<file path="src/sv/hst_pkg.sv">
// Shared types, constants and the CORDIC arctangent table for the heading slew tracker.
package hst_pkg;

  localparam int unsigned COORD_BITS   = 10;
  localparam int unsigned CORDIC_STEPS = 16;
  localparam int unsigned CW           = COORD_BITS + 1;   // signed coordinate difference
  localparam int unsigned XW           = CW + 16 + 3;      // CORDIC x/y, scaled by 2^16
  localparam int unsigned ZW           = 25;               // angle accumulator, 1/32768 deg
  localparam int unsigned AW           = ZW - 8;           // angle, 1/128 deg, signed
  localparam int unsigned HW           = 16;               // heading width
  localparam int unsigned QUEUE_DEPTH  = 4;                // power of two
  localparam int unsigned QPW          = $clog2(QUEUE_DEPTH);
  localparam int unsigned QCW          = $clog2(QUEUE_DEPTH + 1);

  localparam int unsigned FULL_TURN    = 46080;
  localparam int unsigned HALF_TURN    = 23040;
  localparam int unsigned Z_QUARTER    = 90 * 32768;

  localparam logic [1:0] CFG_CENTER_X = 2'd0;
  localparam logic [1:0] CFG_CENTER_Y = 2'd1;
  localparam logic [1:0] CFG_MAX_RATE = 2'd2;

  typedef struct packed {
    logic [COORD_BITS-1:0] center_x;
    logic [COORD_BITS-1:0] center_y;
    logic [15:0]           max_rate;
  } hst_cfg_t;

  typedef struct packed {
    logic                 upd;
    logic signed [AW-1:0] target;
    logic [15:0]          step;
  } hst_item_t;

  // atan(2^-i) in 1/32768 degree
  function automatic logic signed [ZW-1:0] atan_lut(input int unsigned i);
    logic signed [ZW-1:0] r;
    case (i)
      0:  r = ZW'(1474560);
      1:  r = ZW'(870484);
      2:  r = ZW'(459940);
      3:  r = ZW'(233473);
      4:  r = ZW'(117189);
      5:  r = ZW'(58652);
      6:  r = ZW'(29333);
      7:  r = ZW'(14667);
      8:  r = ZW'(7334);
      9:  r = ZW'(3667);
      10: r = ZW'(1833);
      11: r = ZW'(917);
      12: r = ZW'(458);
      13: r = ZW'(229);
      14: r = ZW'(115);
      15: r = ZW'(57);
      16: r = ZW'(29);
      17: r = ZW'(14);
      18: r = ZW'(7);
      19: r = ZW'(4);
      20: r = ZW'(2);
      21: r = ZW'(1);
      default: r = '0;
    endcase
    return r;
  endfunction

endpackage

</file>
<file path="src/sv/hst_queue.sv">
// Short queue of classified items between the front end and the heading update.
module hst_queue (
  input  logic               clk_i,
  input  logic               rst_ni,
  input  logic               push_i,
  input  hst_pkg::hst_item_t item_i,
  output logic               full_o,
  input  logic               pop_i,
  output logic               empty_o,
  output hst_pkg::hst_item_t item_o
);
  import hst_pkg::*;

  hst_item_t        mem_q [QUEUE_DEPTH];
  logic [QPW-1:0]   wptr_q, rptr_q;
  logic [QCW-1:0]   count_q, count_d;

  assign full_o  = (count_q == QCW'(QUEUE_DEPTH));
  assign empty_o = (count_q == '0);
  assign item_o  = mem_q[rptr_q];

  always_comb begin
    count_d = count_q;
    if (push_i && !pop_i) begin
      count_d = count_q + QCW'(1);
    end else if (pop_i && !push_i) begin
      count_d = count_q - QCW'(1);
    end
  end

  always_ff @(posedge clk_i or negedge rst_ni) begin
    if (!rst_ni) begin
      wptr_q  <= '0;
      rptr_q  <= '0;
      count_q <= '0;
    end else begin
      if (push_i) begin
        wptr_q <= wptr_q + QPW'(1);
      end
      if (pop_i) begin
        rptr_q <= rptr_q + QPW'(1);
      end
      count_q <= count_d;
    end
  end

  always_ff @(posedge clk_i) begin
    if (push_i) begin
      mem_q[wptr_q] <= item_i;
    end
  end

  a_no_overflow: assert property (@(posedge clk_i) disable iff (!rst_ni)
    !(push_i && full_o))
    else $error("queue push while full");

  a_no_underflow: assert property (@(posedge clk_i) disable iff (!rst_ni)
    !(pop_i && empty_o))
    else $error("queue pop while empty");

endmodule

</file>
<file path="config.mk">
export PLATFORM = sky130hd
export DESIGN_NAME = hst_queue
export DESIGN_NICKNAME = d
export VERILOG_FILES = /design/src/sv/hst_pkg.sv /design/src/sv/hst_queue.sv
export SDC_FILE = /design/constraint.sdc
export NUM_CORES = 1
export LEC_CHECK = 0
export BUFFER_PORTS_ARGS = -buffer_cell sky130_fd_sc_hd__buf_2
export CAP_MARGIN = 0
export CORE_MARGIN = 1
export CORE_UTILIZATION = 27
export DETAILED_ROUTE_END_ITERATION = 12
export GPL_TIMING_DRIVEN = 0
export PLACE_DENSITY = 0.53
export SYNTH_ARGS = -nofsm -noshare
export SYNTH_HDL_FRONTEND = slang
export SYNTH_SLANG_ARGS = --single-unit
export TNS_END_PERCENT = 100
</file>
<file path="constraint.sdc">
create_clock -name clk_i -period 4.65 [get_ports clk_i]
set_clock_uncertainty 0.1 [all_clocks]
set_input_delay 0.2325 -clock clk_i [delete_from_list [all_inputs] [get_ports clk_i]]
set_output_delay 0.2325 -clock clk_i [all_outputs]
set_load 0.005 [all_outputs]
</file>
Word-level counts from Yosys, hierarchy flattened
Memories as Yosys holds them, arrays and structs flattened. Cells that the tools add are included.

$add $sub $neg: 4. Multiply operators: 0. Divide/modulo/power cells: 0. Order comparisons: 0. Eq/ne operators: 1. Shift operators: 0. Mux-type cells: 4. Bitwise logic cells: 0. Reduce and logical (&&, ||, !) cells: 6.

Operators with widths (count): 2-to-1 mux 3 bit (2); adder 2 x 1 -> 2 bit (second input constant) (2); adder 3 x 1 -> 3 bit (second input constant) (1); equality test 3 bit (second input constant) (1); logical NOT 3 bit (1); subtractor 3 x 1 -> 3 bit (second input constant) (1); logical AND 1 bit (2); logical NOT 1 bit (2); 2-to-1 mux 1 bit (2); nonzero test 2 bit (1).

Register bits: 7. Bits in latches: 0. Memory bits (writable): 136. Memory bits (read-only): 0. Input port bits: 38. Output and inout port bits: 36. Logic and storage cells: 19. Memories kept: 1.

Memories: mem_q (words 4, bits a word 34, rd ports 1, clocked after memory_dff 0, write ports 1, line hst_queue.sv:14) `hst_item_t mem_q [QUEUE_DEPTH];`.

Depth between registers and ports, before layout
Word-level depth: 4. Depth in mapped cells: 7. Mapped depth without buffers: 7.

Least setup slack after synthesis
Ideal clock, no wire load.

Path type: flip-flop to flip-flop. Start point: register wptr_q[0]. End point: memory mem_q[2][0] (netlist name) (enable). Library setup time: 394 ps. Arrival: 1455 ps. Data required time: 4156 ps. Setup slack: 2701 ps. Stages on the path, launching flop included: 4. Path buffers: 0. Period minus slack after synthesis: 1949 ps. Path through: dfrtp_1 -> inv_1 -> ha_1 -> and2_1.

RTL lines: start: declaration (line hst_queue.sv:15) `logic [QPW-1:0] wptr_q, rptr_q;`; start signal: assignment (line hst_queue.sv:38) `wptr_q <= wptr_q + QPW'(1);`; end: declaration (line hst_queue.sv:14).

No word-level cell before the write port.

==> results.txt <==
Status: finished, final reports clean
Worst r2r src: wptr_q[0]
Share of post-route cells with drive strength above 1: 41.1%
CORE AREA: 19,500 um2
CTS tree: built
Setup-failing EPs final: 0
Highest clock rate: 465 MHz
Post-synthesis async set-or-reset flop share: 4.90%
Overall routing resource usage: 10.9%
Endpoints failing hold: 0
Final min period: 2.15 ns
CP Launch Type: flop
I/O pin count: 74
Total Wirelength: 10.1 mm
RD Place Congestion: 0.628
YS warnings: 0
CTS root buf: clkbuf_16
Num rows: 51
FF+latch area: 4260 um2
Unrepaired setup endpoints after global routing: no
Leading post-synthesis cells by cell area: edfxtp_1 (76%), mux4_2 (12%), dfrtp_1 (3.3%)
Detail Placement HPWL: 6.34 mm
Floorplan die width: 143 um
Inserted Clock Buffers: 17
Net Count, Synth: 256
Worst slack, placed: 2.81 ns
Area grow syn2layout: 32.6%
Ys flop type: edfxtp_1
GRT Residual Overflow: 0
Setup Buffers After CTS: 0
Layout filler cell count: 1,809
Clock sinks: 143
Syn avg cell area: 25.3 um2
Peak supply drop: 0.271 mV
WL/cell: 16.2 um
Yosys top cell area share: 76.3%
Initial DRC Count: 76
Chip height: 143 um
Worst Path Class, Setup: reg2out
Max Slew Vio Count: 0
Hold WC Path Type: in2async
Register area share after synthesis: 79.6%
DRT Pass-1 Iters: 8
Leakage: 2.50 nW
WP data required: 4.32 ns
Area leader, netlist: edfxtp_1
Post-route clock period utilization: 46.2%
# DRC: 0
H-tree Lvls: 4
Multi-input logic area: 993 um2
Count leader, synth: edfxtp_1
Yosys cell types: 19
Post-synthesis cell count: 212
Slew margin rel.: 66.8%
Setup_tns: 0 ns
Top cells by count, synth: edfxtp_1 (136), mux4_2 (28), dfrtp_1 (7), mux4_1 (6), ha_1 (5)
Number of max-cap violations: 0
Number of synthesized flops with an enable pin: 136
Post-Layout Cell Count: 623
Critical path arrival: 1.82 ns
Critical Path Source: rptr_q[1]
Total number of vias: 2,579
Max Buffers Root-to-Sink: 2
Synth Cell Area: 5350 um2
PD cells: 603 nW/um2
Crit path max fanout: 10
Initial Util: 27.5%
Slew @ Worst Pin: 0.497 ns
First-pass GRT wire length: 15.7 mm
Worst-Skew Late Latency: 0.41 ns
Vias in the first global route: 2,809
Initial antenna violation count: 0
Die area: 20,400 um2
Inst Count DP: 554
Reg clk slew, reported paths: 0.06 ns
Nets: 389
Largest net degree at the start of global routing: 22
Seq cells post-synth: 143
R2R cell count: 4
Drt via density: 4.14
DRT antenna net count: 0
Antenna Cells: 0
PnR worst setup slack: 2.50 ns
Endpoint class of the critical path: primary output
# port buffers: 73
==> routing by layer <==
metal  GRT usage (%)  vias to the layer above  part of all wire, %
met4            5.43                        0                  1.7
met2            17.6                       54                   50
li1                -                     1158                    -
met5               0                        -                    0
met3            3.35                       12                  4.4
met1            13.3                     1355                   44
==> report_power, final <==
part           total, mW  switching, mW  internal [mW]
sequential          1.75         0.0646           1.69
combinational       1.17          0.561          0.609
clock               1.36          0.515          0.843
total               4.28           1.14           3.14
==> through the flow <==
| step | power (mW) | area [um2] | hold slack, ns | util (%) |
|---|---|---|---|---|
| finish | 4.28 | 7100 | 0.0794 | 36.5 |
| global route | 4.51 | 7100 | 0.0933 | 36.5 |
| CTS | 4.38 | 7100 | 0.0542 | 36.5 |
| detailed placement | 2.98 | 6140 | -0.0220 | 31.5 |
| global placement | 2.93 | 6050 | -0.0285 | 31.1 |
| floorplan | 2.48 | 5350 | -0.163 | - |
==> flip-flops by register name (all words and copies together), names as in the netlist <==
register,cells
rptr_q,2
wptr_q,2
count_q,3
mem_q,136
==> cell type report <==
type	count	share of cell area [%]
clock inverter	14	2.33
buffer	8	1.29
inverter	4	0.211
sequential	143	60.0
multi-input combinational	57	14.0
clock buffer	18	6.04
tap	265	4.67
timing repair buffer	114	11.5
==> placed cells by master (no fill, tap or decap), drive strengths merged <==
master and n:
and2 4, buf 85, bufinv 3, clkbuf 18, clkinv 5, clkinvlp 3, dfrtp 7, dlygate4sd3 37
edfxtp 136, fa 1, ha 5, inv 7, mux2 1, mux4 34, nand2 2, nor2 1
nor3 1, nor3b 1, o21ai 1, xnor2 2, xor2 4
==> kinds of logic (layout without fill, tap and decap cells) <==
| group | after synthesis | count (layout) | share of synthesized area (%) |
|---|---|---|---|
| flip-flops | 143 | 143 | 79.6 |
| multiplexers | 35 | 35 | 14.9 |
| buffers and inverters | 12 | 158 | 1.99 |
| AND/OR/NAND/NOR | 9 | 9 | 0.911 |
| adder cells (fa/ha/maj) | 6 | 6 | 1.54 |
| XOR/XNOR | 6 | 6 | 0.982 |
| AO/OA/AOI/OAI | 1 | 1 | 0.0934 |
==> critical path: stages (launching register included) <==
cell	delay [ns]
dfrtp_1	0.31
buf_2	0.23
buf_2	0.34
mux4_2	0.38
buf_2	0.15
==> what timing repair did <==
action	4_1_cts	5_1_grt
hold buffers	37	0
hold endpoints to repair	146	0
resized for setup	0	0
==> worst paths after layout <==
path,end,slack [ns]
setup / recovery,item_o[7],2.50
max in group asynchronous,wptr_q[0],4.21
hold reg to reg,count_q[2],0.39
hold / removal,count_q[1],0.08
setup reg to reg,mem_q[2][3],2.88
min in group clk_i,count_q[2],0.39
Note: power is estimated with default switching activity, not from simulation.
