File: config.mk
export PLATFORM = sky130hd
export DESIGN_NAME = hst_front
export DESIGN_NICKNAME = d
export VERILOG_FILES = /design/src/sv/hst_pkg.sv /design/src/sv/hst_front.sv
export SDC_FILE = /design/constraint.sdc
export NUM_CORES = 2
export LEC_CHECK = 0
export BUFFER_PORTS_ARGS = -buffer_cell sky130_fd_sc_hd__buf_2
export CAP_MARGIN = 20
export CORE_MARGIN = 5
export CORE_UTILIZATION = 45
export DETAILED_ROUTE_END_ITERATION = 12
export PLACE_DENSITY = 0.63
export SLEW_MARGIN = 25
export SYNTH_ARGS = -nofsm -noshare
export SYNTH_HDL_FRONTEND = slang
export SYNTH_SLANG_ARGS = --single-unit
File: constraint.sdc
create_clock -name clk_i -period 101.9 [get_ports clk_i]
set_input_delay 10.19 -clock clk_i [delete_from_list [all_inputs] [get_ports clk_i]]
set_output_delay 10.19 -clock clk_i [all_outputs]
set_load 0.02 [all_outputs]
File: src/sv/hst_pkg.sv
// Shared types, constants and the CORDIC arctangent table for the heading slew tracker.
package hst_pkg;

  localparam int unsigned COORD_BITS   = 10;
  localparam int unsigned CORDIC_STEPS = 16;
  localparam int unsigned CW           = COORD_BITS + 1;   // signed coordinate difference
  localparam int unsigned XW           = CW + 16 + 3;      // CORDIC x/y, scaled by 2^16
  localparam int unsigned ZW           = 25;               // angle accumulator, 1/32768 deg
  localparam int unsigned AW           = ZW - 8;           // angle, 1/128 deg, signed
  localparam int unsigned HW           = 16;               // heading width
  localparam int unsigned QUEUE_DEPTH  = 4;                // power of two
  localparam int unsigned QPW          = $clog2(QUEUE_DEPTH);
  localparam int unsigned QCW          = $clog2(QUEUE_DEPTH + 1);

  localparam int unsigned FULL_TURN    = 46080;
  localparam int unsigned HALF_TURN    = 23040;
  localparam int unsigned Z_QUARTER    = 90 * 32768;

  localparam logic [1:0] CFG_CENTER_X = 2'd0;
  localparam logic [1:0] CFG_CENTER_Y = 2'd1;
  localparam logic [1:0] CFG_MAX_RATE = 2'd2;

  typedef struct packed {
    logic [COORD_BITS-1:0] center_x;
    logic [COORD_BITS-1:0] center_y;
    logic [15:0]           max_rate;
  } hst_cfg_t;

  typedef struct packed {
    logic                 upd;
    logic signed [AW-1:0] target;
    logic [15:0]          step;
  } hst_item_t;

  // atan(2^-i) in 1/32768 degree
  function automatic logic signed [ZW-1:0] atan_lut(input int unsigned i);
    logic signed [ZW-1:0] r;
    case (i)
      0:  r = ZW'(1474560);
      1:  r = ZW'(870484);
      2:  r = ZW'(459940);
      3:  r = ZW'(233473);
      4:  r = ZW'(117189);
      5:  r = ZW'(58652);
      6:  r = ZW'(29333);
      7:  r = ZW'(14667);
      8:  r = ZW'(7334);
      9:  r = ZW'(3667);
      10: r = ZW'(1833);
      11: r = ZW'(917);
      12: r = ZW'(458);
      13: r = ZW'(229);
      14: r = ZW'(115);
      15: r = ZW'(57);
      16: r = ZW'(29);
      17: r = ZW'(14);
      18: r = ZW'(7);
      19: r = ZW'(4);
      20: r = ZW'(2);
      21: r = ZW'(1);
      default: r = '0;
    endcase
    return r;
  endfunction

endpackage

File: src/sv/hst_front.sv
// Front end: accepts items, tracks the target point and runs the pipelined CORDIC atan2.
module hst_front (
  input  logic                          clk_i,
  input  logic                          rst_ni,
  input  hst_pkg::hst_cfg_t             cfg_i,
  input  logic                          push,
  output logic                          full,
  input  logic                          func_i,
  input  logic [hst_pkg::COORD_BITS-1:0] pos_x_i,
  input  logic [hst_pkg::COORD_BITS-1:0] pos_y_i,
  input  logic [15:0]                   dt_ticks_i,
  input  logic                          q_full_i,
  output logic                          q_push_o,
  output hst_pkg::hst_item_t            q_item_o
);
  import hst_pkg::*;

  localparam int unsigned NS = CORDIC_STEPS;

  logic [COORD_BITS-1:0] held_x_q, held_y_q;
  logic                  moved_q;
  logic                  adv, accept;

  logic                  v_q    [NS+2];
  logic                  upd_q  [NS+1];
  logic                  zero_q [NS+1];
  logic [15:0]           step_q [NS+1];
  logic signed [XW-1:0]  x_q    [NS+1];
  logic signed [XW-1:0]  y_q    [NS+1];
  logic signed [ZW-1:0]  z_q    [NS+1];
  hst_item_t             out_q;

  assign adv      = !(v_q[NS+1] && q_full_i);
  assign full     = !adv;
  assign accept   = push && adv;
  assign q_push_o = v_q[NS+1] && !q_full_i;
  assign q_item_o = out_q;

  always_ff @(posedge clk_i or negedge rst_ni) begin
    if (!rst_ni) begin
      held_x_q <= '0;
      held_y_q <= '0;
      moved_q  <= 1'b0;
    end else if (accept && !func_i) begin
      held_x_q <= pos_x_i;
      held_y_q <= pos_y_i;
      moved_q  <= 1'b1;
    end
  end

  // entry stage: differences, quadrant pre-rotation, step product
  logic signed [CW-1:0] dx, dy, px, py;
  logic signed [ZW-1:0] pz;
  logic [31:0]          prod;

  always_comb begin
    dx   = $signed({1'b0, held_x_q}) - $signed({1'b0, cfg_i.center_x});
    dy   = $signed({1'b0, held_y_q}) - $signed({1'b0, cfg_i.center_y});
    px   = dx;
    py   = dy;
    pz   = '0;
    if (dx < 0) begin
      if (dy >= 0) begin
        px = dy;
        py = -dx;
        pz = ZW'(Z_QUARTER);
      end else begin
        px = -dy;
        py = dx;
        pz = -ZW'(Z_QUARTER);
      end
    end
    prod = cfg_i.max_rate * dt_ticks_i;
  end

  always_ff @(posedge clk_i or negedge rst_ni) begin
    if (!rst_ni) begin
      v_q[0] <= 1'b0;
    end else if (adv) begin
      v_q[0] <= push;
    end
  end

  always_ff @(posedge clk_i) begin
    if (adv) begin
      upd_q[0]  <= func_i && moved_q;
      zero_q[0] <= (dx == 0) && (dy == 0);
      step_q[0] <= prod[31:16];
      x_q[0]    <= $signed({{(XW-CW-16){px[CW-1]}}, px, 16'h0000});
      y_q[0]    <= $signed({{(XW-CW-16){py[CW-1]}}, py, 16'h0000});
      z_q[0]    <= pz;
    end
  end

  // CORDIC vectoring stages
  for (genvar i = 0; i < NS; i++) begin : g_stage
    logic signed [XW-1:0] xs, ys, xn, yn;
    logic signed [ZW-1:0] zn;

    always_comb begin
      xs = x_q[i] >>> i;
      ys = y_q[i] >>> i;
      if (y_q[i] > 0) begin
        xn = x_q[i] + ys;
        yn = y_q[i] - xs;
        zn = z_q[i] + atan_lut(i);
      end else begin
        xn = x_q[i] - ys;
        yn = y_q[i] + xs;
        zn = z_q[i] - atan_lut(i);
      end
    end

    always_ff @(posedge clk_i or negedge rst_ni) begin
      if (!rst_ni) begin
        v_q[i+1] <= 1'b0;
      end else if (adv) begin
        v_q[i+1] <= v_q[i];
      end
    end

    always_ff @(posedge clk_i) begin
      if (adv) begin
        upd_q[i+1]  <= upd_q[i];
        zero_q[i+1] <= zero_q[i];
        step_q[i+1] <= step_q[i];
        x_q[i+1]    <= xn;
        y_q[i+1]    <= yn;
        z_q[i+1]    <= zn;
      end
    end
  end

  // round to 1/128 degree and wrap into (-180, 180]
  logic signed [ZW-1:0]  zr;
  logic signed [AW:0]    a;
  logic signed [AW-1:0]  tgt;

  always_comb begin
    zr = z_q[NS] + ZW'(128);
    a  = {zr[ZW-1], zr[ZW-1:8]};
    if (a > $signed((AW+1)'(HALF_TURN))) begin
      a = a - $signed((AW+1)'(FULL_TURN));
    end
    if (a <= -$signed((AW+1)'(HALF_TURN))) begin
      a = a + $signed((AW+1)'(FULL_TURN));
    end
    tgt = zero_q[NS] ? '0 : a[AW-1:0];
  end

  always_ff @(posedge clk_i or negedge rst_ni) begin
    if (!rst_ni) begin
      v_q[NS+1] <= 1'b0;
    end else if (adv) begin
      v_q[NS+1] <= v_q[NS];
    end
  end

  always_ff @(posedge clk_i) begin
    if (adv) begin
      out_q.upd    <= upd_q[NS];
      out_q.target <= tgt;
      out_q.step   <= step_q[NS];
    end
  end

endmodule

; ---- Yosys cells after proc, flatten, opt, wreduce, memory -nomap -nowiden
; Memory sizes are Yosys's and may differ from the RTL's. A register that Yosys moved wholly into a read port is not among the register bits.
; Cells that the tools add are included.
[word_totals]
wordCells = 221
latchBits = 0
output_inout_bits = 36
romBits = 0
register_bits = 56
n_memories = 6
ram_bits = 1751
[memory_table]
columns = name, words, word_bits, rd, rd_clocked_by_memory_dff, wr, line_no
row1 = x_q, 17, 30, 16, 0, 17, hst_front.sv:28  ; logic signed [XW-1:0] x_q [NS+1];
row2 = y_q, 17, 30, 16, 0, 17, hst_front.sv:29  ; logic signed [XW-1:0] y_q [NS+1];
row3 = z_q, 17, 25, 17, 0, 17, hst_front.sv:30  ; logic signed [ZW-1:0] z_q [NS+1];
row4 = step_q, 17, 16, 17, 1, 17, hst_front.sv:27  ; logic [15:0] step_q [NS+1];
row5 = upd_q, 17, 1, 17, 1, 17, hst_front.sv:25  ; logic upd_q [NS+1];
row6 = zero_q, 17, 1, 17, 0, 17, hst_front.sv:26  ; logic zero_q [NS+1];
[op_classes]
multipliers = 1
n_eq_ne = 0
n_div = 0
shifts = 0
magnitude_cmp = 20
n_bitwise = 0
n_addsub = 102
n_reduce_logical = 13
n_mux = 57
[op_table]
columns = operator, n
row1 = $mux W30, 32
row2 = $gt A30 B1 Y1 const B, 16
row3 = $mux W25, 18
row4 = $logic_not A32 Y1, 2
row5 = $add A30 B15 Y30, 2
row6 = $add A30 B16 Y30, 2
row7 = $add A30 B17 Y30, 2
row8 = $add A30 B18 Y30, 2
row9 = $add A30 B19 Y30, 2
row10 = $add A30 B20 Y30, 2
row11 = $add A30 B21 Y30, 2
row12 = $add A30 B22 Y30, 2
row13 = $add A30 B23 Y30, 2
row14 = $add A30 B24 Y30, 2
row15 = $add A30 B25 Y30, 2
row16 = $add A30 B26 Y30, 2
row17 = $add A30 B27 Y30, 2
row18 = $add A30 B28 Y30, 2
row19 = $add A30 B29 Y30, 2
row20 = $sub A30 B15 Y30, 2
row21 = $sub A30 B16 Y30, 2
row22 = $sub A30 B17 Y30, 2
row23 = $sub A30 B18 Y30, 2
row24 = $sub A30 B19 Y30, 2
row25 = other kinds (59), 85

; ---- Longest topological paths before layout
; An unclocked memory read counts as a cell.
[depth]
ltp_word = 6
depth_mapped = 27
mapped_depth_nobuf = 26

; ---- Worst setup path after synthesis
; Ideal clock, no wire load.
[synth_path]
path_kind = input port to output port
startpoint = in q_full_i
endpoint = out full
cell_stages = 3
t_arrival_ns = 55.860
path_slack_ns = 35.850
cell_sequence = nand2_1 > clkbuf_1 > inv_1
[synth_between]
elab_chain_len = 1
[synth_lines]
columns = element, line_no
row1 = from (decl), hst_front.sv:12  ; input logic q_full_i,
row2 = $logic_and A1 B1 Y1, hst_front.sv:33  ; assign adv = !(v_q[NS+1] && q_full_i);
row3 = to (decl), hst_front.sv:7  ; output logic full,
; No other way between the ends.

; ---- Worst setup path in the final report
; Same ends and word-level chain as after synthesis.

==> flow_metrics.py <==
metrics = {
    "yosys": {
        "yosys-top-cells-area": "edfxtp_1 39%, ha_1 13%, xnor2_1 7.9%",
        "synth_flop_cell": "edfxtp_1",
        "synthDistinctLibCells": 103,
        "yosysWarnings": 0,
        "syn_inst": 10548,
        "synth_top_area_share_pct": 39.2,
        "synth_most_common_cell": "edfxtp_1",
        "postSynthAreaPerCell_um2": 10.4,
        "synth_area_mm2": 0.110,
        "synth-async-reset-ratio_pct": 2.64,
        "synth_edf_count": 1440,
        "synthTopCellsByCount": "1440 x edfxtp_1, 1183 x ha_1, 989 x xnor2_1, 826 x a21oi_1, 744 x nor2_1",
        "syn_nets": 12039,
        "seq_area_frac_synth_pct": 40.1,
        "ys_seq_elements": 1479,
        "synth_area_leader_cell": "edfxtp_1",
    },
    "drt": {
        "routed_wirelength_mm": 259,
        "num_vias": 78058,
        "antenna_left": 0,
        "drtIter0Drc": 4557,
        "detail_route.wl_per_cell_um": 18.4,
        "vias_per_cell": 5.54,
        "firstDrtPassIters": 8,
        "drc_errors": 0,
    },
    "sta": {
        "period_share_pct": 20.6,
        "setup_ws_ns": 80.86,
        "finalSetupViolCount": 0,
        "skew_ns": 0.0549,
        "worst_pin_slew_ns": 1.04,
        "setup_tns_ns": 0,
        "max_freq_ghz": 0.0475,
        "hold_viol_final": 0,
        "hold-worst-slack_ns": 0.410,
        "slew_headroom_pct": 30.6,
        "grt_setup_unrepaired": "no",
        "finalMaxSlewViolations": 0,
        "finalCriticalPeriod_ns": 21.04,
    },
    "setup_path": {
        "critical_path.max_fanout": 9,
        "cp-end-kind": "output port",
        "cp_data_arrival_time_ns": 10.85,
        "crit_required_ns": 91.71,
        "critPathKind": "primary input to output port",
        "start_kind": "primary input",
    },
    "die": {
        "die_w_um": 505,
        "die_area_mm2": 0.255,
        "io_pins": 113,
        "num_rows": 181,
        "die_h_um": 505,
        "start_util_pct": 45.3,
        "coreArea_mm2": 0.243,
    },
    "global_route": {
        "first_global_vias": 79017,
        "gr-usage-all-layers_pct": 19.8,
        "antenna_found_initial": 6,
        "grt_max_degree": 188,
        "globalRouteOverflowTotal": 0,
        "grt_pass1_wl_mm": 415,
    },
    "final_layout": {
        "synthToLayoutAreaGrowth_pct": 9.45,
        "fin_nets": 12227,
        "final_area_mm2": 0.121,
        "drive_above_1_share_pct": 5.56,
        "nFillCells": 21791,
    },
    "clock_tree": {
        "cts_resized": 0,
        "cts_tree": "built",
        "htreeDepth": 4,
        "path_clk_slew_ns": 0.06,
        "clockRootBuffer": "clkbuf_16",
        "cts_hold_buf": 0,
        "cts_buffers": 170,
        "clockBufferDepth": 3,
        "postCtsSetupBuffers": 0,
        "cts.sinks": 1479,
        "clk_latency_ns": 0.85,
    },
    "outcome": {
        "status": "finished clean",
    },
    "place": {
        "dpl.hpwl_mm": 201,
        "place_area_mm2": 0.115,
        "numPortBuffers": 112,
        "dp_slack_ns": 80.78,
        "gp_congestion": 0.919,
    },
    "flow_run": {
        "cap_viol_max_count": 0,
    },
    "worst_hold_path": {
        "min_path_type": "flip-flop to flip-flop",
    },
}
-- routing by layer --
| layer | wire, um | track usage (%) |
|---|---|---|
| met1 | 107000 | 23.2 |
| met3 | 7840 | 2.33 |
| met5 | 13 | 0 |
| met4 | 11000 | 7.85 |
| met2 | 133000 | 36.8 |
-- cell usage in the layout, fill, tap and decap left out, types with 56 or more instances in the layout --
cell type	netlist	layout
edfxtp_1	1440	1440
a21o_1	320	320
o21ai_0	520	520
o21a_1	156	156
clkbuf_16	0	174
a21oi_1	826	825
buf_2	13	112
nand3_1	130	130
xnor2_1	989	989
and3_1	76	76
nor2_1	744	740
nor3_1	227	227
nor2b_1	159	156
ha_1	1183	1181
or4_1	59	59
o31ai_1	118	118
nor4_1	80	80
a211oi_1	56	56
nand2_1	664	663
nand2b_1	158	158
o41ai_1	56	56
buf_4	3	57
inv_1	636	635
fa_1	231	231
xor2_1	444	444
o21bai_1	149	148
and2_1	152	152
or3_1	125	125
-- flip-flops by register name (all words and copies together), names as in the netlist --
| signal | cells |
|---|---|
| held_x_q | 10 |
| held_y_q | 10 |
| moved_q | 1 |
| q_item_o | 34 |
| step_q | 272 |
| upd_q | 17 |
| v_q | 18 |
| x_q | 356 |
| y_q | 394 |
| z_q | 350 |
| zero_q | 17 |
-- stage by stage --
step	util, %	cells
global placement	47.1	13764
CTS	49.5	14084
detailed placement	47.1	13764
finish	49.5	14088
floorplan	-	10548
global route	49.5	14088
-- area by class of cell --
| cell class | count | area, um2 | share of cell area [%] |
|---|---|---|---|
| inverters | 646 | 2420 | 2.01 |
| repair buffers | 174 | 1090 | 0.908 |
| flip-flops and latches | 1479 | 44200 | 36.7 |
| clock inverters | 116 | 1390 | 1.15 |
| well taps | 3202 | 4010 | 3.32 |
| clock buffers | 204 | 4490 | 3.72 |
| multi-input cells | 8265 | 63000 | 52.2 |
| diodes | 2 | 5.00 | 0.00415 |
-- final timing paths --
| path | slack (ns) | to | start | depth (start not counted) |
|---|---|---|---|---|
| worst min register to register | 0.41 | step_q[4][2] | step_q[3][2] | 0 |
| worst min-delay path | 0.41 | step_q[4][2] | step_q[3][2] | 0 |
| min in group asynchronous | 9.47 | v_q[0] | rst_ni | 1 |
| worst max-delay path | 80.86 | full | q_full_i | 4 |
| worst max register to register | 94.19 | x_q[0][299] | y_q[0][248] | 23 |
| max in group asynchronous | 91.87 | held_x_q[2] | rst_ni | 1 |
-- logic make-up (layout without fill, tap and decap cells) --
kind of cell    count (synthesis)  count (layout)  synth area share [%]
compound gates               2585            2585                  15.0
xor+xnor                     1435            1435                  11.4
fa+ha+maj                    1414            1414                  17.6
buf+inv                       804            1140                  2.77
flops                        1479            1479                  40.1
mux                            79              79                 0.772
other cells                     0               2                     0
simple gates                 2752            2752                  12.3
-- critical path, stage by stage --
cell and delay (ns):
buf_2 0.12, nand2_4 0.21, inv_1 0.12, buf_2 0.18
Power is left out: the tool's default activity adds up to more than one toggle a clock period on the data nets, which glitch-free logic cannot reach.
