`src/sv/hst_pkg.sv`:
```
// Shared types, constants and the CORDIC arctangent table for the heading slew tracker.
package hst_pkg;

  localparam int unsigned COORD_BITS   = 10;
  localparam int unsigned CORDIC_STEPS = 16;
  localparam int unsigned CW           = COORD_BITS + 1;   // signed coordinate difference
  localparam int unsigned XW           = CW + 16 + 3;      // CORDIC x/y, scaled by 2^16
  localparam int unsigned ZW           = 25;               // angle accumulator, 1/32768 deg
  localparam int unsigned AW           = ZW - 8;           // angle, 1/128 deg, signed
  localparam int unsigned HW           = 16;               // heading width
  localparam int unsigned QUEUE_DEPTH  = 4;                // power of two
  localparam int unsigned QPW          = $clog2(QUEUE_DEPTH);
  localparam int unsigned QCW          = $clog2(QUEUE_DEPTH + 1);

  localparam int unsigned FULL_TURN    = 46080;
  localparam int unsigned HALF_TURN    = 23040;
  localparam int unsigned Z_QUARTER    = 90 * 32768;

  localparam logic [1:0] CFG_CENTER_X = 2'd0;
  localparam logic [1:0] CFG_CENTER_Y = 2'd1;
  localparam logic [1:0] CFG_MAX_RATE = 2'd2;

  typedef struct packed {
    logic [COORD_BITS-1:0] center_x;
    logic [COORD_BITS-1:0] center_y;
    logic [15:0]           max_rate;
  } hst_cfg_t;

  typedef struct packed {
    logic                 upd;
    logic signed [AW-1:0] target;
    logic [15:0]          step;
  } hst_item_t;

  // atan(2^-i) in 1/32768 degree
  function automatic logic signed [ZW-1:0] atan_lut(input int unsigned i);
    logic signed [ZW-1:0] r;
    case (i)
      0:  r = ZW'(1474560);
      1:  r = ZW'(870484);
      2:  r = ZW'(459940);
      3:  r = ZW'(233473);
      4:  r = ZW'(117189);
      5:  r = ZW'(58652);
      6:  r = ZW'(29333);
      7:  r = ZW'(14667);
      8:  r = ZW'(7334);
      9:  r = ZW'(3667);
      10: r = ZW'(1833);
      11: r = ZW'(917);
      12: r = ZW'(458);
      13: r = ZW'(229);
      14: r = ZW'(115);
      15: r = ZW'(57);
      16: r = ZW'(29);
      17: r = ZW'(14);
      18: r = ZW'(7);
      19: r = ZW'(4);
      20: r = ZW'(2);
      21: r = ZW'(1);
      default: r = '0;
    endcase
    return r;
  endfunction

endpackage

```
`src/sv/hst_back.sv`:
```
// Back end: wraps and clamps the turn, updates the heading and holds the result register.
module hst_back (
  input  logic                   clk_i,
  input  logic                   rst_ni,
  input  logic                   q_empty_i,
  input  hst_pkg::hst_item_t     q_item_i,
  output logic                   q_pop_o,
  output logic                   empty,
  input  logic                   pop,
  output logic [hst_pkg::HW-1:0] heading_o
);
  import hst_pkg::*;

  logic [HW-1:0]     heading_q, heading_d;
  logic [HW-1:0]     res_q;
  logic              res_v_q;
  logic signed [17:0] diff, stp, nh;

  assign q_pop_o   = !q_empty_i && (!res_v_q || pop);
  assign empty     = !res_v_q;
  assign heading_o = res_q;

  always_comb begin
    stp  = $signed({2'b00, q_item_i.step});
    diff = $signed({q_item_i.target[AW-1], q_item_i.target}) - $signed({2'b00, heading_q});
    if (diff > $signed(18'(HALF_TURN))) begin
      diff = diff - $signed(18'(FULL_TURN));
    end
    if (diff <= -$signed(18'(HALF_TURN))) begin
      diff = diff + $signed(18'(FULL_TURN));
    end
    if (diff > stp) begin
      diff = stp;
    end
    if (diff < -stp) begin
      diff = -stp;
    end
    nh = $signed({2'b00, heading_q}) + diff;
    if (nh < 0) begin
      nh = nh + $signed(18'(FULL_TURN));
    end
    if (nh >= $signed(18'(FULL_TURN))) begin
      nh = nh - $signed(18'(FULL_TURN));
    end
    heading_d = q_item_i.upd ? nh[HW-1:0] : heading_q;
  end

  always_ff @(posedge clk_i or negedge rst_ni) begin
    if (!rst_ni) begin
      heading_q <= '0;
      res_v_q   <= 1'b0;
    end else begin
      if (q_pop_o) begin
        heading_q <= heading_d;
        res_v_q   <= 1'b1;
      end else if (pop) begin
        res_v_q   <= 1'b0;
      end
    end
  end

  always_ff @(posedge clk_i) begin
    if (q_pop_o) begin
      res_q <= heading_d;
    end
  end

  a_heading_range: assert property (@(posedge clk_i) disable iff (!rst_ni)
    heading_q < HW'(FULL_TURN))
    else $error("heading out of range");

  a_hold_no_update: assert property (@(posedge clk_i) disable iff (!rst_ni)
    (q_pop_o && !q_item_i.upd) |=> (heading_q == $past(heading_q)))
    else $error("heading changed on non-update item");

endmodule

```
`config.mk`:
```
export PLATFORM = sky130hd
export DESIGN_NAME = hst_back
export DESIGN_NICKNAME = d
export VERILOG_FILES = /design/src/sv/hst_pkg.sv /design/src/sv/hst_back.sv
export SDC_FILE = /design/constraint.sdc
export NUM_CORES = 1
export LEC_CHECK = 0
export BUFFER_PORTS_ARGS = -buffer_cell sky130_fd_sc_hd__buf_2
export CAP_MARGIN = 20
export CORE_MARGIN = 1
export CORE_UTILIZATION = 55
export DETAILED_ROUTE_END_ITERATION = 12
export GPL_TIMING_DRIVEN = 0
export HOLD_SLACK_MARGIN = 0.15
export PLACE_DENSITY = 0.89
export SLEW_MARGIN = 30
export SYNTH_ARGS = -nofsm -noshare
export SYNTH_HDL_FRONTEND = slang
export SYNTH_SLANG_ARGS = --single-unit
```
`constraint.sdc`:
```
create_clock -name clk_i -period 16.45 [get_ports clk_i]
set_input_delay 2.4675 -clock clk_i [delete_from_list [all_inputs] [get_ports clk_i]]
set_output_delay 2.4675 -clock clk_i [all_outputs]
set_load 0.02 [all_outputs]
```
# Yosys cells after proc, flatten, opt, wreduce, memory -nomap -nowiden
# Cells that the tools add are included.
# totals
in_bits	38
regBits	33
output_inout_bits	18
# op_classes
reduce_logical	5
n_mux	9
add_sub_neg	7
magnitude_cmp	6
# ops
operator	count
18-bit two-way mux	5
18-bit by 17-bit adder with 18-bit output, second input constant	2
16-bit two-way mux	2
17-bit by 18-bit adder with 18-bit output	1
18-bit by 17-bit greater-or-equal comparator with 1-bit output, second input constant	1
18-bit by 16-bit > comparator with 1-bit output, second input constant	1
18-bit by 17-bit > comparator with 1-bit output	1
18-bit by 16-bit less-or-equal comparator with 1-bit output, second input constant	1
18-bit by 1-bit less-than comparator with 1-bit output, second input constant	1
18-bit less-than comparator	1
16-bit negator with 18-bit output	1
17-bit by 17-bit subtractor with 18-bit output	1
18-bit by 17-bit subtractor with 18-bit output, second input constant	1
16-bit subtractor, second input constant	1
1-bit logical NOT	2
1-bit two-way mux	2
2-bit nonzero test	1
1-bit logical AND	1
1-bit logical OR	1

# Depth between registers and ports, before layout
# Gate-level depths: netlist of the first run.
# depth
depth_word	15
mapped_depth	83

# Worst setup path before layout of the first run
# OpenSTA, ideal clock, no wires.
# synth_path
path_kind	input -> register
from	in q_item_i[16] (netlist bit)
to	reg res_q[11] (netlist: heading_o[11]), data pin
path_stages	75
slack_ps	-980
arrival_ps	17169
n_path_buf	3
setup_ps	261
cell_sequence	inv_1 > ha_1 > inv_1 > fa_1 > a211oi_2 > o31a_4 > o21ai_1 > xor2_1 > inv_1 > ha_1 > a21boi_0 > a41o_1 > nor4_4 > or3_1 > buf_4 > xnor2_1 > ha_1 > and2_1 > (+39 left out) > o21bai_1 > a21oi_1 > nor2b_1 > o32a_1 > and3_1 > or2_1 > nand2_1 > xor2_1 > ha_1 > nand4_1 > or4_1 > o31a_1 > nor2_1 > nand3_1 > o32ai_1 > o21a_1 > nor4_1 > a311o_1
# synth_between
elab_chain_cells	15
elab_cells_between_ends	19
cone_classes	add/sub: 6; order compare: 6; mux: 7
# synth_rtl
item	line_no	text
from (decl)	hst_back.sv:6	input hst_pkg::hst_item_t q_item_i,
17-bit by 17-bit subtractor with 18-bit output *	hst_back.sv:25	diff = $signed({q_item_i.target[AW-1], q_item_i.target}) - $signed({2'b00, heading_q});
18-bit by 17-bit subtractor with 18-bit output / 18-bit by 16-bit > comparator with 1-bit output (equally long branches)	hst_back.sv:27, hst_back.sv:26	
18-bit two-way mux *	hst_back.sv:26	if (diff > $signed(18'(HALF_TURN))) begin
18-bit by 17-bit adder with 18-bit output / 18-bit by 16-bit less-or-equal comparator with 1-bit output (equally long branches)	hst_back.sv:30, hst_back.sv:29	
18-bit two-way mux *	hst_back.sv:29	if (diff <= -$signed(18'(HALF_TURN))) begin
18-bit by 17-bit > comparator with 1-bit output	hst_back.sv:32	if (diff > stp) begin
18-bit two-way mux *	hst_back.sv:32	
18-bit less-than comparator	hst_back.sv:35	if (diff < -stp) begin
18-bit two-way mux *	hst_back.sv:35	
17-bit by 18-bit adder with 18-bit output *	hst_back.sv:38	nh = $signed({2'b00, heading_q}) + diff;
18-bit by 17-bit adder with 18-bit output / 18-bit by 1-bit less-than comparator with 1-bit output (equally long branches)	hst_back.sv:40, hst_back.sv:39	
18-bit two-way mux *	hst_back.sv:39	if (nh < 0) begin
16-bit subtractor / 18-bit by 17-bit greater-or-equal comparator with 1-bit output (equally long branches)	hst_back.sv:43, hst_back.sv:42	
16-bit two-way mux *	hst_back.sv:42	if (nh >= $signed(18'(FULL_TURN))) begin
16-bit two-way mux *	hst_back.sv:45	heading_d = q_item_i.upd ? nh[HW-1:0] : heading_q;
named net heading_d[11]	hst_back.sv:14	logic [HW-1:0] heading_q, heading_d;
to (signal assigned)	hst_back.sv:64	res_q <= heading_d;
to (decl)	hst_back.sv:15	logic [HW-1:0] res_q;
# The timed path passes the listed nets; every way through them passes the cells marked *.
# A chain may end at the register's enable or synchronous reset.

# Final worst setup path of the first run
# Ends and elaborated chain as after synthesis.

==> qor.yml, run 1 <==
critical_path:
  endpoint_kind: "flip-flop"
  worst-setup-path-type: "in2reg"
  reg2reg_from: "heading_q[1]"
  startpoint_type: "primary input"
  crit_path_max_fanout: 10
  ff2ff_path_depth: 78
  reg2reg_slack_ns: 1.28
  cp_slowest_cell: "or4_1"
  required_ns: 16.48
  crit_start: "q_item_i[16]"
  crit_top_cell: "a21oi_2"
  cp.arrival_ns: 16.97
  slowest_delay_ns: 0.49
  r2r_end: "heading_o[11]"
global_route:
  track_usage_pct: 31.2
  antenna_found_initial: 0
  grt_pass1_wl_mm: 28.0
  grt_max_degree: 27
  grt_pass1_vias: 6090
  grt-ovfl-total: 0
drt:
  dr_total_vias: 6805
  vias_per_cell: 6.68
  drc: 0
  routedWlPerCell_um: 19.9
  drt_iter0_markers: 587
  drtPass1Iterations: 6
  ant_nets: 0
  wl_mm: 20.3
floorplanning:
  io_pins: 56
  die_x_um: 105
  rows: 37
  start_util_pct: 56.9
  die_height_um: 105
  core_sq_um: 10300
  dieArea_sq_um: 11100
synth:
  synthArstFlopShare_pct: 51.5
  synth_top_cells_by_count: "nand2_1, ha_1, nor2_1"
  ys_seq_area_share_pct: 15.4
  syn_inst: 760
  yosysMostFrequentCell: "nand2_1"
  ys_ff_latch: 33
  synth_area_sq_um: 5870
  avgSynthCellArea_sq_um: 7.73
  yosysTopAreaCell: "ha_1"
  yosysUniqueCellTypes: 87
  synthesis.nets: 875
  yosys-top-cells-area: "ha_1, edfxtp_1, dfrtp_1"
  synth_top_area_share_pct: 16.0
  synth_edf_count: 16
  ys.flop_type: "dfrtp_1"
  yosysWarnings: 0
timing:
  fin_skew_ns: 0.00818
  hold_viol: 0
  maxSlewViolCount: 0
  fin_crit_sh_pct: 103
  setup_ws_ns: -0.493
  fin_crit_ns: 16.94
  setup_viol: 12
  clock.fmax_mhz: 59.0
  finalSetupTns_ns: -4.45
  slew_headroom_pct: 52.4
  tightest_slew_ns: 0.706
  rsz0062_at_grt: "yes"
  whs_ns: 0.513
clock_tree:
  cts_tree: "built"
  clkLatencyLatePin_ns: 0.29
  clock_path_buffers: 2
  cts_max_level: 2
  clock_sinks: 33
  cts_hold_buffers: 0
  clk_pin_slew_ns: 0.06
  numCtsBuffers: 5
  cts_root_buf: "clkbuf_8"
cells_and_area:
  diodes: 0
  multi_input_area_sq_um: 5140
  nets: 997
  ff_latch_area_sq_um: 906
  drive_gt1_share_pct: 28.1
  nFillCells: 699
  area_growth_syn_to_layout_pct: 26.6
worst_hold_path:
  hold_depth: 2
  whs_endpoint: "res_v_q"
  min-delay-start: "res_v_q"
  hold_path_class: "reg2reg"
run:
  drv_cap: 0
placement:
  dp_hpwl_mm: 12.9
  port_buffers: 54
  place_congestion: 0.938
status:
  violations: "setup timing"
  status: "complete, but fails checks"
cell families (layout without fill, tap and decap cells):
logic type,after synthesis,after routing,synth area share [%]
flops,33,33,15.4
compound gates,250,250,30.3
buf+inv,83,206,5.62
xor+xnor,54,54,8.18
simple gates,250,250,21.0
fa+ha+maj,77,77,16.7
mux,13,13,2.79
cell usage in the layout (no fill, tap or decap), types with 9 or more instances in the layout:
cell type   n
edfxtp_1   16
a21o_1     31
inv_1      56
nand2b_1    9
nand4_1    13
buf_6      11
o21ai_1    11
o211ai_1   14
xor2_1     13
buf_4      57
dfrtp_1    17
ha_1       69
o21ai_0    43
buf_2      58
nand2_1    77
a21oi_1    33
nor3_1     12
nand3_1    14
a21oi_2    13
nor2_1     55
xnor2_1    32
repair_timing:
item | in CTS | in global routing
setup endpoints to repair | 12 | 12
pin swaps | 28 | 73
buffers inserted | 33 | 28
gates resized for setup | 29 | 91
cell type report:
class / count / area share [%]
Clock inverter: 3 / 0.168
Sequential cell: 33 / 12.2
Clock buffer: 5 / 0.925
Buffer: 23 / 2.07
Inverter: 60 / 3.06
Timing Repair Buffer: 115 / 10.2
Tap cell: 136 / 2.29
Multi-Input combinational cell: 644 / 69.1
critical path: cells and delay by family:
kind / cells / cell delay [ns]
compound gates: 38 / 7.37
simple gates: 22 / 3.40
fa+ha+maj: 8 / 2.02
buf+inv: 8 / 0.97
xor+xnor: 2 / 0.42
mux: 1 / 0.31
worst max path at each step:
stage	endpoint	slack [ns]
2_1_floorplan	heading_o[11]	0.04
3_3_place_gp	heading_o[11]	-2.13
3_5_place_dp	heading_o[11]	-2.34
4_1_cts	heading_o[11]	0.01
5_1_grt	heading_o[12]	-0.99
6_report	heading_o[11]	-0.49
metal layers:
metal | part of all wire, % | GRT usage, % | vias to the layer above
li1 | - | - | 3047
met1 | 36 | 36.7 | 3131
met2 | 48 | 55.8 | 458
met3 | 8.2 | 3.40 | 169
met4 | 7.7 | 15.8 | 0
met5 | 0 | 0 | -
per-stage QoR:
step | setup WS, ns | instance area (sq um) | cells | utilization [%]
final | -0.493 | 7440 | 1019 | 72.1
after global routing | -0.988 | 7440 | 1019 | 72.1
after CTS | 0.0129 | 6860 | 991 | 66.4
after detailed placement | -2.34 | 6430 | 950 | 62.3
after global placement | -2.13 | 6430 | 950 | 62.3
after floorplan | 0.0355 | 5990 | 760 | -
sequential cells by signal, summed over array words and instances (netlist names):
register,count
res_v_q,1
heading_o,16
heading_q,16
Power of run 1 is not shown: default switching activity piles up to over one toggle a cycle in this logic, so the estimate is an artifact.
==> inputs of run 2 (changes only) <==
- BUFFER_PORTS_ARGS: -buffer_cell sky130_fd_sc_hd__buf_2 -> default
- DONT_BUFFER_PORTS: default -> 1
- PLACE_DENSITY: 0.89 -> 0.84
==> run 2 against run 1 <==
Against the previous run: the flow still finishes with violations (setup timing); highest routed layer unchanged; clock skew fell by 0.0035 ns; design area fell by 3.3%; setup slack improved by 0.15 ns; first-iteration DRC count fell by 14%; count of clock-buffer cells in the layout rose by 2; utilization fell by 2.4 points; die area did not move; via count fell by 8.5%; critical path depth fell by 1; wire length fell by 9.8%; cell count fell by 6.7%; critical path type unchanged.
==> qor.yml, run 2 (same netlist as run 1, synthesis figures left out) <==
floorplanning:
  dieArea_sq_um: 11100  # unchanged
  core_sq_um: 10300  # unchanged
  die_x_um: 105  # unchanged
  die_height_um: 105  # unchanged
  rows: 37  # unchanged
  start_util_pct: 56.9  # unchanged
  io_pins: 56  # unchanged
critical_path:
  crit_top_cell: "a21oi_2"
  reg2reg_from: "heading_q[0]"
  cp.arrival_ns: 16.83  # -0.14 ns
  endpoint_kind: "flip-flop"
  crit_path_max_fanout: 10  # unchanged
  path_buf_inv: 8  # unchanged
  startpoint_type: "primary input"
  ff2ff_path_depth: 77  # -1.3%
  cp_slowest_cell: "or4_1"
  worst-setup-path-type: "in2reg"
  slowest_delay_ns: 0.50  # about the same
  critPathTopFamily: "compound AO/OA/AOI/OAI gates"
  reg2reg_slack_ns: 1.38  # +0.10 ns
  required_ns: 16.49  # about the same
  r2r_end: "heading_o[11]"
global_route:
  grt_max_degree: 27  # unchanged
  grt_pass1_vias: 5701  # -6.4%
  track_usage_pct: 30.1  # -1.1 points
  antenna_found_initial: 0  # unchanged
  grt_pass1_wl_mm: 27.3  # -2.4%
  grt-ovfl-total: 0  # unchanged
placement:
  port_buffers: 0  # -100%
  place_area_sq_um: 6160  # -4.2%
  place_congestion: 0.994  # +5.9%
  dp_hpwl_mm: 13.1  # +2.1%
cells_and_area:
  diodes: 0  # unchanged
  area_growth_syn_to_layout_pct: 22.5
  final_common_cell: "nand2_1"
  fin_area_sq_um: 7190  # -3.3%
  nFillCells: 764  # +9.3%
  nets: 929  # -6.8%
  layout_common_cells: "nand2_1, ha_1, inv_1"
  drive_gt1_share_pct: 23.1  # -5.0 points
timing:
  setup_ws_ns: -0.346  # +0.147 ns
  fin_crit_sh_pct: 102  # -0.89 points
  setup_viol: 12  # unchanged
  rsz0062_at_grt: "yes"
  hold_viol: 0  # unchanged
  slew_headroom_pct: 43.1  # -9.3 points
  maxSlewViolCount: 0  # unchanged
  fin_skew_ns: 0.00468  # -0.00350 ns
  clock.fmax_mhz: 59.5  # +0.87%
  fin_crit_ns: 16.80  # -0.147 ns
  tightest_slew_ns: 0.844  # +0.138 ns
drt:
  drt_iter0_markers: 506  # -14%
  dr_total_vias: 6227  # -8.5%
  drtPass1Iterations: 5  # -1
  ant_nets: 0  # unchanged
  drc: 0  # unchanged
  vias_per_cell: 6.55  # -2.0%
  routedWlPerCell_um: 19.3  # -3.4%
  wl_mm: 18.3  # -9.8%
clock_tree:
  clock_path_buffers: 2  # unchanged
  cts_max_level: 2  # unchanged
  cts_root_buf: "clkbuf_8"
  clock_sinks: 33  # unchanged
  numCtsBuffers: 5  # unchanged
  clkLatencyLatePin_ns: 0.28  # about the same
  clk_pin_slew_ns: 0.07  # about the same
  cts_hold_buffers: 0  # unchanged
  cts_tree: "built"
worst_hold_path:
  min-delay-start: "res_v_q"
  hold_path_class: "reg2reg"
  hold_depth: 2  # unchanged
  whs_endpoint: "res_v_q"
status:
  status: "complete, but fails checks"
  violations: "setup timing"
run:
  drv_cap: 0  # unchanged
[run 2: cell count changes in the layout (fill, tap and decap cells not counted), sizes merged]
cell,previous run,this run
buf,128,61
bufinv,0,1
clkbuf,15,16
inv,60,59
clkinv,3,1
[run 2: how the worst max path moves through the flow]
stage	cells after the start	startpoint	to	slack [ns]
floorplan	78	q_item_i[22]	heading_o[11]	0.04
global placement	76	q_item_i[22]	heading_o[11]	-2.10
detailed placement	77	q_item_i[22]	heading_o[11]	-2.27
CTS	78	q_item_i[22]	heading_o[11]	0.007
global route	78	q_item_i[16]	heading_o[11]	-0.84
finish	78	q_item_i[16]	heading_o[11]	-0.35
[run 2: worst min-delay path, stage by stage, from the launching register on]
cell      delay, ns
dfrtp_1        0.35
nand2b_1       0.07
nand2_1        0.06
[run 2: final cells by class]
type                    instances  area [sq um]  share of cell area (%)
multi-input cells             644          5220                    72.6
well taps                     136           170                    2.37
repair buffers                 48           383                    5.32
flip-flops and latches         33           906                    12.6
inverters                      60           238                    3.30
clock buffers                   7          86.3                    1.20
clock inverters                 1          30.0                   0.417
plain buffers                  22           160                    2.23
[run 2: metal layers]
metal	GRT usage [%]	wire length (um)	up-vias
li1	-	-	2903
met2	53.0	9030	283
met1	38.7	7720	2999
met4	7.95	482	0
met3	3.77	1090	42
met5	0	0	-
[run 2: stage by stage]
step | setup slack [ns] | TNS [ns] | hold slack (ns) | std cells | utilization, %
floorplan | 0.0355 | 0 | 0.466 | 760 | -
global placement | -2.10 | -21.46 | 0.481 | 896 | 59.6
detailed placement | -2.27 | -23.57 | 0.499 | 896 | 59.7
CTS | 0.00743 | 0 | 0.521 | 927 | 63.8
global route | -0.839 | -8.94 | 0.569 | 951 | 69.7
finish | -0.346 | -2.68 | 0.518 | 951 | 69.7
[run 2: repair_timing]
action                     in CTS  in global routing
resized for setup              36                 96
pin swaps                      23                 76
setup endpoints to repair      12                 12
buffers inserted               23                 25
Power of run 2 is left out for the same reason.
